$ cat src/dsag_pkg.sv
`default_nettype none

package dsag_pkg;

    // parameter defaults
    localparam int DEF_HISTORY_DEPTH    = 64;
    localparam int DEF_MAX_RECORD_BEATS = 8;
    localparam int DEF_PROB_BITS        = 16;

    // APB address width: eight 32-bit registers
    localparam int PADDR_W = 5;
    localparam int PDATA_W = 32;

    // register map, word index = paddr[4:2]
    typedef enum logic [2:0] {
        REG_RECORD_THR   = 3'd0,
        REG_BEAT_THR     = 3'd1,
        REG_ANY_OF_N     = 3'd2,
        REG_CONFIRM_WIN  = 3'd3,
        REG_CONFIRM_NEED = 3'd4,
        REG_HOLDOFF      = 3'd5,
        REG_MEAN_WIN     = 3'd6,
        REG_RECORD_BEATS = 3'd7
    } t_reg_idx;

    // reset values
    localparam logic [15:0] RST_RECORD_THR   = 16'd32768;
    localparam logic [15:0] RST_BEAT_THR     = 16'd9830;
    localparam logic        RST_ANY_OF_N     = 1'b1;
    localparam logic [6:0]  RST_CONFIRM_WIN  = 7'd5;
    localparam logic [6:0]  RST_CONFIRM_NEED = 7'd1;
    localparam logic [15:0] RST_HOLDOFF      = 16'd20;
    localparam logic [6:0]  RST_MEAN_WIN     = 7'd5;
    localparam logic [3:0]  RST_RECORD_BEATS = 4'd5;

    // configuration handed from the register file to the datapath
    typedef struct packed {
        logic [15:0] record_threshold;
        logic [15:0] beat_threshold;
        logic        any_of_n_mode;
        logic [6:0]  confirm_window;
        logic [6:0]  confirm_needed;
        logic [15:0] holdoff_beats;
        logic [6:0]  mean_window;
        logic [3:0]  record_beats;
    } t_cfg;

endpackage

`default_nettype wire

$ cat src/dsag_if.sv
`default_nettype none

// input channel: one beat of model probabilities
interface dsag_in_if #(
    parameter int PROB_BITS = 16
);
    logic                 valid;
    logic                 ready;
    logic [PROB_BITS-1:0] beat_probability;
    logic [PROB_BITS-1:0] record_probability;

    modport source (output valid, beat_probability, record_probability, input ready);
    modport sink   (input valid, beat_probability, record_probability, output ready);
endinterface

// output channel: one gate decision per beat
interface dsag_out_if #(
    parameter int SUM_W = 22,
    parameter int CNT_W = 7
);
    logic             valid;
    logic             ready;
    logic [SUM_W-1:0] score_sum;
    logic [CNT_W-1:0] score_count;
    logic             record_valid;
    logic             gate_positive;
    logic             alarm;
    logic [31:0]      beat_number;
    logic [31:0]      alarm_total;

    modport source (output valid, score_sum, score_count, record_valid, gate_positive,
                    alarm, beat_number, alarm_total, input ready);
    modport sink   (input valid, score_sum, score_count, record_valid, gate_positive,
                    alarm, beat_number, alarm_total, output ready);
endinterface

`default_nettype wire

$ cat src/dsag_ram.sv
`default_nettype none

// simple dual-port RAM, one write and one registered read per cycle
module dsag_ram #(
    parameter int WIDTH = 8,
    parameter int DEPTH = 64
) (
    input  wire logic                     i_clk,
    input  wire logic                     i_we,
    input  wire logic [$clog2(DEPTH)-1:0] i_waddr,
    input  wire logic [WIDTH-1:0]         i_wdata,
    input  wire logic [$clog2(DEPTH)-1:0] i_raddr,
    output logic      [WIDTH-1:0]         o_rdata
);

    logic [WIDTH-1:0] r_mem [DEPTH];
    logic [WIDTH-1:0] r_rdata;

    always_ff @(posedge i_clk) begin
        if (i_we) begin
            r_mem[i_waddr] <= i_wdata;
        end
        r_rdata <= r_mem[i_raddr];
    end

    assign o_rdata = r_rdata;

endmodule

`default_nettype wire

$ cat src/dsag_regs.sv
`default_nettype none

// APB register file
module dsag_regs
    import dsag_pkg::*;
(
    input  wire logic               i_clk,
    input  wire logic               i_rst_n,
    input  wire logic               psel,
    input  wire logic               penable,
    input  wire logic               pwrite,
    input  wire logic [PADDR_W-1:0] paddr,
    input  wire logic [PDATA_W-1:0] pwdata,
    output logic      [PDATA_W-1:0] prdata,
    output logic                    pready,
    output t_cfg                    o_cfg
);

    t_cfg     r_cfg;
    t_reg_idx w_idx;
    logic     w_wr;

    assign w_idx  = t_reg_idx'(paddr[4:2]);
    assign w_wr   = psel & penable & pwrite;
    assign pready = 1'b1;
    assign o_cfg  = r_cfg;

    // register writes, access phase
    always_ff @(posedge i_clk) begin
        if (!i_rst_n) begin
            r_cfg.record_threshold <= RST_RECORD_THR;
            r_cfg.beat_threshold   <= RST_BEAT_THR;
            r_cfg.any_of_n_mode    <= RST_ANY_OF_N;
            r_cfg.confirm_window   <= RST_CONFIRM_WIN;
            r_cfg.confirm_needed   <= RST_CONFIRM_NEED;
            r_cfg.holdoff_beats    <= RST_HOLDOFF;
            r_cfg.mean_window      <= RST_MEAN_WIN;
            r_cfg.record_beats     <= RST_RECORD_BEATS;
        end else if (w_wr) begin
            case (w_idx)
                REG_RECORD_THR:   r_cfg.record_threshold <= pwdata[15:0];
                REG_BEAT_THR:     r_cfg.beat_threshold   <= pwdata[15:0];
                REG_ANY_OF_N:     r_cfg.any_of_n_mode    <= pwdata[0];
                REG_CONFIRM_WIN:  r_cfg.confirm_window   <= pwdata[6:0];
                REG_CONFIRM_NEED: r_cfg.confirm_needed   <= pwdata[6:0];
                REG_HOLDOFF:      r_cfg.holdoff_beats    <= pwdata[15:0];
                REG_MEAN_WIN:     r_cfg.mean_window      <= pwdata[6:0];
                REG_RECORD_BEATS: r_cfg.record_beats     <= pwdata[3:0];
                default: ;
            endcase
        end
    end

    // read mux
    always_comb begin
        case (w_idx)
            REG_RECORD_THR:   prdata = {16'd0, r_cfg.record_threshold};
            REG_BEAT_THR:     prdata = {16'd0, r_cfg.beat_threshold};
            REG_ANY_OF_N:     prdata = {31'd0, r_cfg.any_of_n_mode};
            REG_CONFIRM_WIN:  prdata = {25'd0, r_cfg.confirm_window};
            REG_CONFIRM_NEED: prdata = {25'd0, r_cfg.confirm_needed};
            REG_HOLDOFF:      prdata = {16'd0, r_cfg.holdoff_beats};
            REG_MEAN_WIN:     prdata = {25'd0, r_cfg.mean_window};
            REG_RECORD_BEATS: prdata = {28'd0, r_cfg.record_beats};
            default:          prdata = '0;
        endcase
    end

endmodule

`default_nettype wire

$ cat src/dsag_core.sv
`default_nettype none

// Datapath: input register, compute stage, result register.
// Window sums come from cumulative totals kept in RAM: the window value is
// the newest total minus the total n beats back, so no pass over the
// history is needed and a window change takes effect on the next beat.
module dsag_core
    import dsag_pkg::*;
#(
    parameter int HISTORY_DEPTH    = DEF_HISTORY_DEPTH,
    parameter int MAX_RECORD_BEATS = DEF_MAX_RECORD_BEATS,
    parameter int PROB_BITS        = DEF_PROB_BITS,
    localparam int AW    = $clog2(HISTORY_DEPTH),
    localparam int CNT_W = $clog2(HISTORY_DEPTH + 1),
    localparam int SUM_W = PROB_BITS + AW
) (
    input  wire logic                 i_clk,
    input  wire logic                 i_rst_n,
    input  wire t_cfg                 i_cfg,
    input  wire logic                 i_in_valid,
    output logic                      o_in_ready,
    input  wire logic [PROB_BITS-1:0] i_beat_probability,
    input  wire logic [PROB_BITS-1:0] i_record_probability,
    output logic                      o_out_valid,
    input  wire logic                 i_out_ready,
    output logic      [SUM_W-1:0]     o_score_sum,
    output logic      [CNT_W-1:0]     o_score_count,
    output logic                      o_record_valid,
    output logic                      o_gate_positive,
    output logic                      o_alarm,
    output logic      [31:0]          o_beat_number,
    output logic      [31:0]          o_alarm_total
);

    localparam int RB_W  = $clog2(MAX_RECORD_BEATS + 1);
    localparam int PRODW = 16 + CNT_W;
    localparam int CMPW  = (PRODW > SUM_W) ? PRODW : SUM_W;
    localparam int TW    = (PROB_BITS > 16) ? PROB_BITS : 16;

    // where the subtrahend of a window difference comes from
    typedef enum logic [1:0] {
        SUB_MEM,
        SUB_LAST,
        SUB_ZERO
    } t_sub_sel;

    // input register
    logic                 r_in_valid;
    logic [PROB_BITS-1:0] r_pb;
    logic [PROB_BITS-1:0] r_pr;

    // history state
    logic [AW-1:0]    r_pos,     n_pos;
    logic [CNT_W-1:0] r_fill,    n_fill;
    logic [SUM_W-1:0] r_cum_s;
    logic [CNT_W-1:0] r_cum_p;
    logic [RB_W-1:0]  r_rec_fill;
    logic [15:0]      r_hold;
    logic [31:0]      r_beats;
    logic [31:0]      r_alarms;

    // window prep for the next beat, registered with the RAM read
    logic [CNT_W-1:0] r_n_s;
    t_sub_sel         r_sel_s;
    t_sub_sel         r_sel_p;
    logic [PRODW-1:0] r_prod;

    // result register
    logic             r_out_valid;
    logic [SUM_W-1:0] r_o_sum;
    logic [CNT_W-1:0] r_o_cnt;
    logic             r_o_rvalid;
    logic             r_o_pos;
    logic             r_o_alarm;
    logic [31:0]      r_o_beats;
    logic [31:0]      r_o_alarms;

    logic w_fire;

    // clamped configuration
    logic [CNT_W-1:0] w_mw, w_cw, w_cn;
    logic [RB_W-1:0]  w_rb;

    always_comb begin
        if (i_cfg.mean_window == '0) begin
            w_mw = CNT_W'(1);
        end else if (32'(i_cfg.mean_window) > HISTORY_DEPTH) begin
            w_mw = CNT_W'(HISTORY_DEPTH);
        end else begin
            w_mw = CNT_W'(i_cfg.mean_window);
        end
        if (i_cfg.confirm_window == '0) begin
            w_cw = CNT_W'(1);
        end else if (32'(i_cfg.confirm_window) > HISTORY_DEPTH) begin
            w_cw = CNT_W'(HISTORY_DEPTH);
        end else begin
            w_cw = CNT_W'(i_cfg.confirm_window);
        end
        if (i_cfg.any_of_n_mode || i_cfg.confirm_needed == '0) begin
            w_cn = CNT_W'(1);
        end else if (32'(i_cfg.confirm_needed) > 32'(w_cw)) begin
            w_cn = w_cw;
        end else begin
            w_cn = CNT_W'(i_cfg.confirm_needed);
        end
        if (i_cfg.record_beats == '0) begin
            w_rb = RB_W'(1);
        end else if (32'(i_cfg.record_beats) > MAX_RECORD_BEATS) begin
            w_rb = RB_W'(MAX_RECORD_BEATS);
        end else begin
            w_rb = RB_W'(i_cfg.record_beats);
        end
    end

    // handshake
    assign w_fire     = r_in_valid & (~r_out_valid | i_out_ready);
    assign o_in_ready = ~r_in_valid | w_fire;

    // state after the beat in flight, if it fires now
    always_comb begin
        n_pos  = r_pos;
        n_fill = r_fill;
        if (w_fire) begin
            n_pos = (32'(r_pos) == HISTORY_DEPTH - 1) ? '0 : r_pos + AW'(1);
            if (32'(r_fill) != HISTORY_DEPTH) begin
                n_fill = r_fill + CNT_W'(1);
            end
        end
    end

    // window lengths, read addresses and subtrahend source for the next beat
    logic [CNT_W-1:0] w_f1, w_n_s, w_n_p;
    logic [AW:0]      w_t_s, w_t_p;
    logic [AW-1:0]    w_ra_s, w_ra_p;
    t_sub_sel         w_sel_s, w_sel_p;

    always_comb begin
        w_f1  = (32'(n_fill) == HISTORY_DEPTH) ? n_fill : n_fill + CNT_W'(1);
        w_n_s = (w_f1 < w_mw) ? w_f1 : w_mw;
        w_n_p = (w_f1 < w_cw) ? w_f1 : w_cw;
        w_t_s = {1'b0, n_pos} + (AW+1)'(HISTORY_DEPTH) - (AW+1)'(w_n_s);
        w_t_p = {1'b0, n_pos} + (AW+1)'(HISTORY_DEPTH) - (AW+1)'(w_n_p);
        w_ra_s = (32'(w_t_s) >= HISTORY_DEPTH) ? AW'(w_t_s - (AW+1)'(HISTORY_DEPTH))
                                               : w_t_s[AW-1:0];
        w_ra_p = (32'(w_t_p) >= HISTORY_DEPTH) ? AW'(w_t_p - (AW+1)'(HISTORY_DEPTH))
                                               : w_t_p[AW-1:0];
        // one back is the entry written this cycle: take it from the register;
        // a window reaching back before the first beat subtracts nothing
        if (w_n_s == CNT_W'(1)) begin
            w_sel_s = SUB_LAST;
        end else if (w_n_s == w_f1 && 32'(n_fill) != HISTORY_DEPTH) begin
            w_sel_s = SUB_ZERO;
        end else begin
            w_sel_s = SUB_MEM;
        end
        if (w_n_p == CNT_W'(1)) begin
            w_sel_p = SUB_LAST;
        end else if (w_n_p == w_f1 && 32'(n_fill) != HISTORY_DEPTH) begin
            w_sel_p = SUB_ZERO;
        end else begin
            w_sel_p = SUB_MEM;
        end
    end

    always_ff @(posedge i_clk) begin
        r_n_s   <= w_n_s;
        r_sel_s <= w_sel_s;
        r_sel_p <= w_sel_p;
        r_prod  <= PRODW'(i_cfg.beat_threshold) * PRODW'(w_n_s);
    end

    // compute cycle
    logic [SUM_W-1:0] w_rd_s, w_cum_s, w_sub_s, w_sum;
    logic [CNT_W-1:0] w_rd_p, w_cum_p, w_sub_p, w_cnt;
    logic [RB_W-1:0]  w_rec_fill;
    logic             w_rvalid, w_pos, w_alarm;
    logic [15:0]      w_hold;

    always_comb begin
        w_cum_s = r_cum_s + SUM_W'(r_pb);
        case (r_sel_s)
            SUB_MEM:  w_sub_s = w_rd_s;
            SUB_LAST: w_sub_s = r_cum_s;
            SUB_ZERO: w_sub_s = '0;
            default:  w_sub_s = '0;
        endcase
        w_sum = w_cum_s - w_sub_s;

        w_rec_fill = (r_rec_fill < w_rb) ? r_rec_fill + RB_W'(1) : r_rec_fill;
        w_rvalid   = (w_rec_fill >= w_rb);

        w_pos = w_rvalid
              && (TW'(r_pr) >= TW'(i_cfg.record_threshold))
              && (CMPW'(w_sum) >= CMPW'(r_prod));

        w_cum_p = r_cum_p + CNT_W'(w_pos);
        case (r_sel_p)
            SUB_MEM:  w_sub_p = w_rd_p;
            SUB_LAST: w_sub_p = r_cum_p;
            SUB_ZERO: w_sub_p = '0;
            default:  w_sub_p = '0;
        endcase
        w_cnt = w_cum_p - w_sub_p;

        // holdoff and alarm
        w_alarm = 1'b0;
        w_hold  = r_hold;
        if (r_hold != '0) begin
            w_hold = r_hold - 16'd1;
        end else if (w_cnt >= w_cn) begin
            w_alarm = 1'b1;
            w_hold  = i_cfg.holdoff_beats;
        end
    end

    // cumulative totals, indexed by write position
    dsag_ram #(
        .WIDTH (SUM_W),
        .DEPTH (HISTORY_DEPTH)
    ) u_score_ram (
        .i_clk   (i_clk),
        .i_we    (w_fire),
        .i_waddr (r_pos),
        .i_wdata (w_cum_s),
        .i_raddr (w_ra_s),
        .o_rdata (w_rd_s)
    );

    dsag_ram #(
        .WIDTH (CNT_W),
        .DEPTH (HISTORY_DEPTH)
    ) u_pos_ram (
        .i_clk   (i_clk),
        .i_we    (w_fire),
        .i_waddr (r_pos),
        .i_wdata (w_cum_p),
        .i_raddr (w_ra_p),
        .o_rdata (w_rd_p)
    );

    // control and state registers
    always_ff @(posedge i_clk) begin
        if (!i_rst_n) begin
            r_in_valid  <= 1'b0;
            r_out_valid <= 1'b0;
            r_pos       <= '0;
            r_fill      <= '0;
            r_cum_s     <= '0;
            r_cum_p     <= '0;
            r_rec_fill  <= '0;
            r_hold      <= '0;
            r_beats     <= '0;
            r_alarms    <= '0;
        end else begin
            if (i_in_valid && o_in_ready) begin
                r_in_valid <= 1'b1;
            end else if (w_fire) begin
                r_in_valid <= 1'b0;
            end
            if (w_fire) begin
                r_out_valid <= 1'b1;
            end else if (i_out_ready) begin
                r_out_valid <= 1'b0;
            end
            r_pos  <= n_pos;
            r_fill <= n_fill;
            if (w_fire) begin
                r_cum_s    <= w_cum_s;
                r_cum_p    <= w_cum_p;
                r_rec_fill <= w_rec_fill;
                r_hold     <= w_hold;
                r_beats    <= r_beats + 32'd1;
                r_alarms   <= r_alarms + 32'(w_alarm);
            end
        end
    end

    // payload registers
    always_ff @(posedge i_clk) begin
        if (i_in_valid && o_in_ready) begin
            r_pb <= i_beat_probability;
            r_pr <= i_record_probability;
        end
        if (w_fire) begin
            r_o_sum    <= w_sum;
            r_o_cnt    <= r_n_s;
            r_o_rvalid <= w_rvalid;
            r_o_pos    <= w_pos;
            r_o_alarm  <= w_alarm;
            r_o_beats  <= r_beats + 32'd1;
            r_o_alarms <= r_alarms + 32'(w_alarm);
        end
    end

    assign o_out_valid     = r_out_valid;
    assign o_score_sum     = r_o_sum;
    assign o_score_count   = r_o_cnt;
    assign o_record_valid  = r_o_rvalid;
    assign o_gate_positive = r_o_pos;
    assign o_alarm         = r_o_alarm;
    assign o_beat_number   = r_o_beats;
    assign o_alarm_total   = r_o_alarms;

endmodule

`default_nettype wire

$ cat src/dual_score_alarm_gate.sv
`default_nettype none

// Channel   Dir  Handshake     Payload
// i_in      in   valid/ready   beat_probability, record_probability
// o_out     out  valid/ready   score_sum, score_count, record_valid, gate_positive,
//                              alarm, beat_number, alarm_total
// apb       in   psel/penable  record_threshold .. record_beats at paddr 4*i
//
// One beat per cycle sustained while o_out accepts results; a beat taken into the
// input register is computed from there and its result is loaded into the result
// register, which drives o_out. The rate is set by the one read and one write per
// cycle on each cumulative-total RAM. Reset is synchronous and active low; the RAMs
// need no clearing pass. A stalled result holds in its register while one more beat
// waits in the input register.
module dual_score_alarm_gate
    import dsag_pkg::*;
#(
    parameter int HISTORY_DEPTH    = DEF_HISTORY_DEPTH,
    parameter int MAX_RECORD_BEATS = DEF_MAX_RECORD_BEATS,
    parameter int PROB_BITS        = DEF_PROB_BITS
) (
    input  wire logic               i_clk,
    input  wire logic               i_rst_n,
    dsag_in_if.sink                 i_in,
    dsag_out_if.source              o_out,
    input  wire logic               psel,
    input  wire logic               penable,
    input  wire logic               pwrite,
    input  wire logic [PADDR_W-1:0] paddr,
    input  wire logic [PDATA_W-1:0] pwdata,
    output logic      [PDATA_W-1:0] prdata,
    output logic                    pready
);

    t_cfg w_cfg;

    dsag_regs u_regs (
        .i_clk   (i_clk),
        .i_rst_n (i_rst_n),
        .psel    (psel),
        .penable (penable),
        .pwrite  (pwrite),
        .paddr   (paddr),
        .pwdata  (pwdata),
        .prdata  (prdata),
        .pready  (pready),
        .o_cfg   (w_cfg)
    );

    dsag_core #(
        .HISTORY_DEPTH    (HISTORY_DEPTH),
        .MAX_RECORD_BEATS (MAX_RECORD_BEATS),
        .PROB_BITS        (PROB_BITS)
    ) u_core (
        .i_clk                (i_clk),
        .i_rst_n              (i_rst_n),
        .i_cfg                (w_cfg),
        .i_in_valid           (i_in.valid),
        .o_in_ready           (i_in.ready),
        .i_beat_probability   (i_in.beat_probability),
        .i_record_probability (i_in.record_probability),
        .o_out_valid          (o_out.valid),
        .i_out_ready          (o_out.ready),
        .o_score_sum          (o_out.score_sum),
        .o_score_count        (o_out.score_count),
        .o_record_valid       (o_out.record_valid),
        .o_gate_positive      (o_out.gate_positive),
        .o_alarm              (o_out.alarm),
        .o_beat_number        (o_out.beat_number),
        .o_alarm_total        (o_out.alarm_total)
    );

endmodule

`default_nettype wire
$ cat src/flat_wrapper.sv
// flat-port wrapper written by rule: the top's interface ports become plain ports
module dual_score_alarm_gate_flat import dsag_pkg::*;
#(
    parameter int HISTORY_DEPTH    = DEF_HISTORY_DEPTH,
    parameter int MAX_RECORD_BEATS = DEF_MAX_RECORD_BEATS,
    parameter int PROB_BITS        = DEF_PROB_BITS
)
  (i_clk, i_rst_n, psel, penable, pwrite, paddr, pwdata, prdata, pready, i_in_valid, i_in_beat_probability, i_in_record_probability, i_in_ready, o_out_valid, o_out_score_sum, o_out_score_count, o_out_record_valid, o_out_gate_positive, o_out_alarm, o_out_beat_number, o_out_alarm_total, o_out_ready);
  dsag_in_if #(.PROB_BITS(PROB_BITS)) i_in_i ();
  dsag_out_if o_out_i ();
  input  wire logic i_clk;
  input  wire logic i_rst_n;
  input  wire logic psel;
  input  wire logic penable;
  input  wire logic pwrite;
  input  wire logic [PADDR_W-1:0] paddr;
  input  wire logic [PDATA_W-1:0] pwdata;
  output logic      [PDATA_W-1:0] prdata;
  output logic pready;
  input wire logic [$bits(i_in_i.valid)-1:0] i_in_valid;
  input wire logic [$bits(i_in_i.beat_probability)-1:0] i_in_beat_probability;
  input wire logic [$bits(i_in_i.record_probability)-1:0] i_in_record_probability;
  output wire logic [$bits(i_in_i.ready)-1:0] i_in_ready;
  output wire logic [$bits(o_out_i.valid)-1:0] o_out_valid;
  output wire logic [$bits(o_out_i.score_sum)-1:0] o_out_score_sum;
  output wire logic [$bits(o_out_i.score_count)-1:0] o_out_score_count;
  output wire logic [$bits(o_out_i.record_valid)-1:0] o_out_record_valid;
  output wire logic [$bits(o_out_i.gate_positive)-1:0] o_out_gate_positive;
  output wire logic [$bits(o_out_i.alarm)-1:0] o_out_alarm;
  output wire logic [$bits(o_out_i.beat_number)-1:0] o_out_beat_number;
  output wire logic [$bits(o_out_i.alarm_total)-1:0] o_out_alarm_total;
  input wire logic [$bits(o_out_i.ready)-1:0] o_out_ready;
  assign i_in_i.valid = i_in_valid;
  assign i_in_i.beat_probability = i_in_beat_probability;
  assign i_in_i.record_probability = i_in_record_probability;
  assign i_in_ready = i_in_i.ready;
  assign o_out_valid = o_out_i.valid;
  assign o_out_score_sum = o_out_i.score_sum;
  assign o_out_score_count = o_out_i.score_count;
  assign o_out_record_valid = o_out_i.record_valid;
  assign o_out_gate_positive = o_out_i.gate_positive;
  assign o_out_alarm = o_out_i.alarm;
  assign o_out_beat_number = o_out_i.beat_number;
  assign o_out_alarm_total = o_out_i.alarm_total;
  assign o_out_i.ready = o_out_ready;
  dual_score_alarm_gate #(.HISTORY_DEPTH(HISTORY_DEPTH), .MAX_RECORD_BEATS(MAX_RECORD_BEATS), .PROB_BITS(PROB_BITS)) u_core (.i_clk(i_clk), .i_rst_n(i_rst_n), .i_in(i_in_i), .o_out(o_out_i), .psel(psel), .penable(penable), .pwrite(pwrite), .paddr(paddr), .pwdata(pwdata), .prdata(prdata), .pready(pready));
endmodule
$ cat config.mk
export PLATFORM = sky130hd
export DESIGN_NAME = dual_score_alarm_gate_flat
export DESIGN_NICKNAME = d
export VERILOG_FILES = /design/src/dsag_pkg.sv /design/src/dsag_if.sv /design/src/dsag_ram.sv /design/src/dsag_regs.sv /design/src/dsag_core.sv /design/src/dual_score_alarm_gate.sv /design/src/flat_wrapper.sv
export SDC_FILE = /design/constraint.sdc
export NUM_CORES = 2
export LEC_CHECK = 0
export BUFFER_PORTS_ARGS = -buffer_cell sky130_fd_sc_hd__buf_4
export CAP_MARGIN = 10
export CORE_MARGIN = 1.5
export CORE_UTILIZATION = 53
export CTS_CLUSTER_DIAMETER = 100
export DETAILED_ROUTE_END_ITERATION = 7
export PLACE_DENSITY = 0.73
export RECOVER_POWER = 100
export SLEW_MARGIN = 20
export SYNTH_ARGS = -nofsm -noshare
export SYNTH_HDL_FRONTEND = slang
export SYNTH_SLANG_ARGS = --single-unit
$ cat constraint.sdc
create_clock -name i_clk -period 36.9 [get_ports i_clk]
set_input_delay 7.38 -clock i_clk [delete_from_list [all_inputs] [get_ports i_clk]]
set_output_delay 7.38 -clock i_clk [all_outputs]
set_load 0.005 [all_outputs]
* After elaboration in Yosys (flattened, before gate mapping)
Memory sizes are Yosys's and may differ from the RTL's. A register that Yosys moved wholly into a read port is not among the register bits. Index checks and enable logic that the tools add are counted.
Word-level totals: memory bits (read-only) 0, bits in latches 0, bits in writable memories 1856, memories kept 2, register bits 364, bits of input ports 76, word-level logic and storage cells 146
Memories:
- u_core.u_core.u_score_ram.r_mem | depth 64, width 22, read ports 1, clocked after Yosys merged registers in 1, write ports 1, RTL line dsag_ram.sv:16 | logic [WIDTH-1:0] r_mem [DEPTH];
- u_core.u_core.u_pos_ram.r_mem | depth 64, width 7, read ports 1, clocked after Yosys merged registers in 1, write ports 1, RTL line dsag_ram.sv:16
Operators by class: shift-type cells 0, reductions and logical operators 26, multiplexer cells 33, multipliers 1, eq/ne operators 17, add/sub/neg operators 16, $lt $le $gt $ge 13, div/mod/pow operators 0, bitwise operators 7
Operator list (number):
- case mux 32 bit (8 select lines) | 1
- 2-to-1 mux 7 bit | 11
- case mux 22 bit (2 select lines) | 1
- adder 32 x 1 -> 32 bit | 1
- adder 32 x 1 -> 32 bit (second input constant) | 1
- 2-to-1 mux 16 bit | 2
- 2-to-1 mux 6 bit | 4
- greater-or-equal comparator 22 x 23 -> 1 bit | 1
- multiplier 16 x 7 -> 23 bit | 1
- adder 22 x 16 -> 22 bit | 1
- subtractor 22 bit | 1
- logical NOT 7 bit | 3
- subtractor 7 bit | 3
- AND reduction 2 bit | 9
- greater-or-equal comparator 16 bit | 1
- nonzero test 16 bit | 1
- subtractor 16 x 1 -> 16 bit (second input constant) | 1
- adder 7 x 1 -> 7 bit (second input constant) | 2
- equality test 7 x 1 -> 1 bit (second input constant) | 2
- equality test 7 bit | 2
- greater-or-equal comparator 7 bit (second input constant) | 2
- > comparator 7 bit (second input constant) | 2
- < comparator 7 bit | 2
- inequality test 7 bit (second input constant) | 2
- 29 further kinds | 56

* Longest topological paths before layout
word-level depth 14, depth in mapped cells 51, gate-level depth less buffers 50

* Modules after synthesis
A second synthesis with hierarchy kept.
Second synthesis, totals: cells, all modules 5720, area total of the unflattened synthesis 95512.9 sq um
Modules (own cells, without submodules):
- dsag_ram (u_core.u_core.u_score_ram) | cells each 2349, area each 54260.8 sq um, instances 1, seq. area each 42721.0 sq um
- dsag_core | cells each 2127, area each 19986.7 sq um, instances 1, seq. area each 7086.8 sq um
- dsag_ram (u_core.u_core.u_pos_ram) | cells each 827, area each 17635.7 sq um, instances 1, seq. area each 13593.0 sq um
- dsag_regs | cells each 417, area each 3629.7 sq um, instances 1, seq. area each 1481.4 sq um

* Worst setup path after synthesis
OpenSTA, ideal clock, no wires.
kind input-to-output, from input port paddr[3], to output port prdata[4], data required time 29.520 ns, path slack 20.803 ns, arrival 8.717 ns, buffers on the path 4, stages on the path 6, path through clkbuf_1 -> buf_1 -> buf_1 -> clkbuf_1 -> nor2_1 -> a21oi_1
Between the ends: word-level cells in the longest chain between the ends 2, elaborated cells on any way between the ends 9
Ends and longest elaborated chain:
- start, declared | RTL line flat_wrapper.sv:16 | input wire logic [PADDR_W-1:0] paddr;
- equality test 3 bit, or another cell as far along | RTL line dsag_regs.sv:56 | case (w_idx)
- case mux 32 bit (8 select lines) (*) | RTL line dsag_regs.sv:56
- end, declared | RTL line flat_wrapper.sv:18 | output logic [PDATA_W-1:0] prdata;
Every way passes the cells marked *; elsewhere a longest branch is shown, timed or not. The select of a mux whose other input is x is not followed.

* Worst setup path after layout
from input port o_out_ready, to register u_core.u_core.u_score_ram.r_rdata[15], in the netlist u_core.u_core.u_score_ram.o_rdata[15] (read register of u_core.u_core.u_score_ram.r_mem)
Between the ends: word-level cells in the longest chain between the ends 10, elaborated cells on any way between the ends 14
Ends and longest elaborated chain:
- start, declared | RTL line flat_wrapper.sv:32 | input wire logic [$bits(o_out_i.ready)-1:0] o_out_ready;
- OR 1 bit (*) | RTL line dsag_core.sv:116 | assign w_fire = r_in_valid & (~r_out_valid | i_out_ready);
- bitwise AND 1 bit (*) | RTL line dsag_core.sv:116
- 2-to-1 mux 7 bit (*) | RTL line dsag_core.sv:123 | if (w_fire) begin
- net u_core.u_core.n_fill[1] | RTL line dsag_core.sv:54 | logic [CNT_W-1:0] r_fill, n_fill;
- adder 7 x 1 -> 7 bit / equality test 7 bit (equally long branches) | RTL line dsag_core.sv:138 | w_f1 = (32'(n_fill) == HISTORY_DEPTH) ? n_fill : n_fill + CNT_W'(1);
- 2-to-1 mux 7 bit (*) | RTL line dsag_core.sv:138
- < comparator 7 bit | RTL line dsag_core.sv:139 | w_n_s = (w_f1 < w_mw) ? w_f1 : w_mw;
- 2-to-1 mux 7 bit (*) | RTL line dsag_core.sv:139
- net u_core.u_core.w_n_s[0] | RTL line dsag_core.sv:132 | logic [CNT_W-1:0] w_f1, w_n_s, w_n_p;
- subtractor 7 bit (*) | RTL line dsag_core.sv:141 | w_t_s = {1'b0, n_pos} + (AW+1)'(HISTORY_DEPTH) - (AW+1)'(w_n_s);
- subtractor 6 x 1 -> 6 bit / greater-or-equal comparator 7 bit (equally long branches) | RTL line dsag_core.sv:143 | w_ra_s = (32'(w_t_s) >= HISTORY_DEPTH) ? AW'(w_t_s - (AW+1)'(HISTORY_DEPTH))
- 2-to-1 mux 6 bit (*) | RTL line dsag_core.sv:143
- end, declared | RTL line dsag_ram.sv:17 | logic [WIDTH-1:0] r_rdata;
The timed path passes the listed nets; every way through them passes the cells marked *. A chain may end at the register's enable or synchronous reset.

==> metrics.md <==
| Metric | Value |
|---|---|
| Unrepaired setup endpoints after global routing | false |
| Wirelength, routed | 223.0 mm |
| Failing checks | max-capacitance violations, max-slew violations |
| First drt pass iteration count | 7 |
| FP Rows | 154 |
| Worst setup startpoint | o_out_ready |
| Clk sinks | 2249 |
| Final Setup Violations | 0 |
| GRT Total Usage | 24.81% |
| Initial Util | 53.56% |
| Die Y | 425.8 um |
| Crit Path Max Fanout | 89 |
| Commonest non-fill, non-tap cells in the layout | edfxtp_1, mux4_2, nand2_1 |
| Setup Buffers After CTS | 0 |
| First-pass GRT wire length | 329.8 mm |
| Leading cell type in the layout, fill and taps excluded | edfxtp_1 |
| Lkg Pwr | 36.13 nW |
| Setup TNS | 0 ns |
| Die ar. | 181300 sq um |
| Max Clk Rate | 40.32 MHz |
| CTS Root Cell | clkbuf_16 |
| Fill count | 12.67k |
| Max clock buf depth | 3 |
| Post_cts resized | 0 |
| Seq/Total Area, Yosys | 68.49% |
| WL per Instance | 27.45 um |
| Area share of the leading cell type in the synthesized netlist | 62.89% |
| Most common flop cell mapped by yosys | edfxtp_1 |
| Pre-CTS worst setup slack | 18.67 ns |
| Synth warn | 0 |
| Fin worst setup slack | 12.10 ns |
| Mapped Area | 94740 sq um |
| Core Footprint | 176900 sq um |
| Final Hold Vio Count | 0 |
| Port Buf Inserts | 171 |
| R2r endpoint | u_core.u_core.u_score_ram.o_rdata[15]$_DFF_P_ |
| R2r startpoint | u_core.u_core.o_out_valid$_SDFFE_PN0P_ |
| ANT nets after route | 0 |
| Unique masters post-synth | 83 |
| Count of state elements after synthesis | 2249 |
| Worst Setup End Kind | flip-flop |
| DP HPWL | 123.5 mm |
| I/O Pins | 207 |
| Critical path startpoint category | primary input |
| Hold Crit Class | reg2reg |
| Layout cells sized above 1 | 20.50% |
| Pwr Density | 60.91 nW/um^2 |
| DRT iter0 DRCs | 5937 |
| Pin count of the biggest net entering global routing | 117 |
| FF+latch area | 64880 sq um |
| Final period util | 67.21% |
| Post-synth ARST share | 0% |
| Outcome | finished with violations |
| Final nets | 5927 |
| Worst Min Path Start | u_core.u_core.r_n_s[1]$_DFF_P_ |
| EDFF count, synth | 1984 |
| Area growth, synth to finish | 11.99% |
| Tmin final | 24.80 ns |
| CTS buffer count | 213 |
| Via/cell ratio | 6.156 |
| Max-cap violation count | 111 |
| Reg2Reg Depth | 26 |
| Worst Path Required | 37.61 ns |
| Via count | 50.02k |
| Worst-path clk slew | 0.06 ns |
| Die X | 425.8 um |
| Placer Congestion | 0.8608 |
| Initial antenna violation count | 3 |
| Fin. max-slew vios | 4464 |
| Htree depth | 4 |
| Hold buffers post-CTS | 0 |
| Worst-skew pair later-pin latency | 0.87 ns |
| Skew final | 0.07767 ns |
| DRC viols | 0 |
| Synthesized netlist cell count | 5338 |
| Area occupied by multi-input gates | 28800 sq um |
| Slew headroom | -166.3% |
| CTS tree | built |
| R2R Setup Slk | 18.50 ns |
| Arr. time, crit path | 25.51 ns |
| Avg Inst Size Synth | 17.75 sq um |
| Crit Path Category | in2reg |
| Vias in the first global route | 50.20k |
| Synth area leader | edfxtp_1 |
| Grt ovf | 0 |
| Worst-Margin Slew | 3.994 ns |
| Worst VDD drop | 0.06483 mV |
| Worst setup path endpoint | u_core.u_core.u_score_ram.o_rdata[15]$_DFF_P_ |
| Synth area leaders | edfxtp_1, mux4_2, dfxtp_1 |
area by class of cell:
| cell class | instances | area share [%] |
|---|---|---|
| Timing Repair Buffer | 301 | 1.728 |
| Sequential cell | 2249 | 61.16 |
| Clock buffer | 292 | 5.465 |
| Clock inverter | 107 | 1.215 |
| Tap cell | 2340 | 2.760 |
| Antenna cell | 2 | 0.004717 |
| Inverter | 149 | 0.5284 |
| Multi-Input combinational cell | 2686 | 27.14 |
per-stage QoR:
stage | area (sq um) | total power [W] | utilization [%] | instances | hold WS [ns]
global placement | 99780 | 0.004280 | 56.41 | 7724 | 0.3865
floorplan | 94790 | 0.003890 | - | 5353 | 0.3855
finish | 106100 | 0.006462 | 59.98 | 8126 | 0.4016
global route | 106100 | 0.006690 | 59.98 | 8125 | 0.4114
detailed placement | 99780 | 0.004300 | 56.41 | 7724 | 0.3887
CTS | 106900 | 0.006494 | 60.42 | 8123 | 0.4035
power by group:
| part | leakage (nW) | internal (W) | switching, W |
|---|---|---|---|
| registers | 21.1 | 0.00288 | 0.0000397 |
| clock network | 3.42 | 0.00125 | 0.000958 |
| logic | 11.6 | 0.000579 | 0.000760 |
| total | 36.1 | 0.00470 | 0.00176 |
routing by layer:
layer	track usage, %	part of all wire [%]	wire length, um	up-vias
met3	3.808	8.4	18680	417
met4	8.737	3.6	8115	2
li1	-	-	-	21320
met1	34.55	40	88650	25860
met2	40.17	48	107600	2421
met5	0	0.0058	13	-
flip-flops by register name, summed over array words and instances, names as in the netlist, 16 cells and up:
signal                             count
u_core.u_regs.o_cfg                   74
u_core.u_core.r_alarms                32
u_core.u_core.r_pb                    16
u_core.u_core.u_score_ram.r_mem     1408
u_core.u_core.o_beat_number           32
u_core.u_core.r_prod                  23
u_core.u_core.u_score_ram.o_rdata     22
u_core.u_core.o_score_sum             22
u_core.u_core.r_pr                    16
u_core.u_core.r_hold                  16
u_core.u_core.r_cum_s                 22
u_core.u_core.o_alarm_total           32
u_core.u_core.u_pos_ram.r_mem        448
u_core.u_core.r_beats                 32
worst min path at each step:
stage               slack, ns  cells after the start                                        to
floorplan                0.39                      0  u_core.u_core.o_score_count[0]$_DFFE_PP_
global placement         0.39                      0  u_core.u_core.o_score_count[5]$_DFFE_PP_
detailed placement       0.39                      0  u_core.u_core.o_score_count[2]$_DFFE_PP_
CTS                      0.40                      0  u_core.u_core.o_score_count[2]$_DFFE_PP_
global route             0.41                      0  u_core.u_core.o_score_count[1]$_DFFE_PP_
finish                   0.40                      0  u_core.u_core.o_score_count[1]$_DFFE_PP_
cells in the mapped netlist, types with 50 or more instances:
cell type     n
a21boi_0     77
a21oi_1     107
and2_1       98
buf_1        50
clkbuf_1    184
dfxtp_1     265
edfxtp_1   1984
fa_1         74
ha_1        177
inv_1       147
mux2i_1     161
mux4_2      582
nand2_1     351
nand3_1      72
nor2_1      231
nor2b_1      69
o21ai_0      85
xnor2_1     140
xor2_1       74
cell families (layout without fill, tap and decap cells):
logic type,after synthesis,count (layout),synth area share (%)
flops,2249,2249,68.49
simple gates,1030,1030,5.221
mux,747,747,15.60
compound gates,422,422,2.917
buf+inv,418,849,1.766
fa+ha+maj,251,251,3.901
xor+xnor,219,219,2.100
other cells,2,19,0.007927
critical path: stages:
cell and delay, ns:
clkbuf_1 0.12, nand2b_1 0.32, nand2_1 0.83, clkinvlp_2 1.86, a21o_1 0.68, inv_1 0.12, ha_1 0.16, or3b_2 0.44
mux2i_1 0.25, o211ai_1 0.39, a21oi_1 0.49, inv_1 0.18, ha_1 0.30, o2111ai_1 0.22, a21oi_2 0.04, a211oi_1 1.22
mux2_1 0.68, inv_1 0.23, ha_1 1.32, buf_12 0.63, clkbuf_1 2.68, buf_6 0.77, clkbuf_1 2.37, mux4_2 0.77
mux4_2 0.52, mux2i_1 0.21, mux2i_1 0.10
No activity file was read; power rests on OpenSTA's default activity.
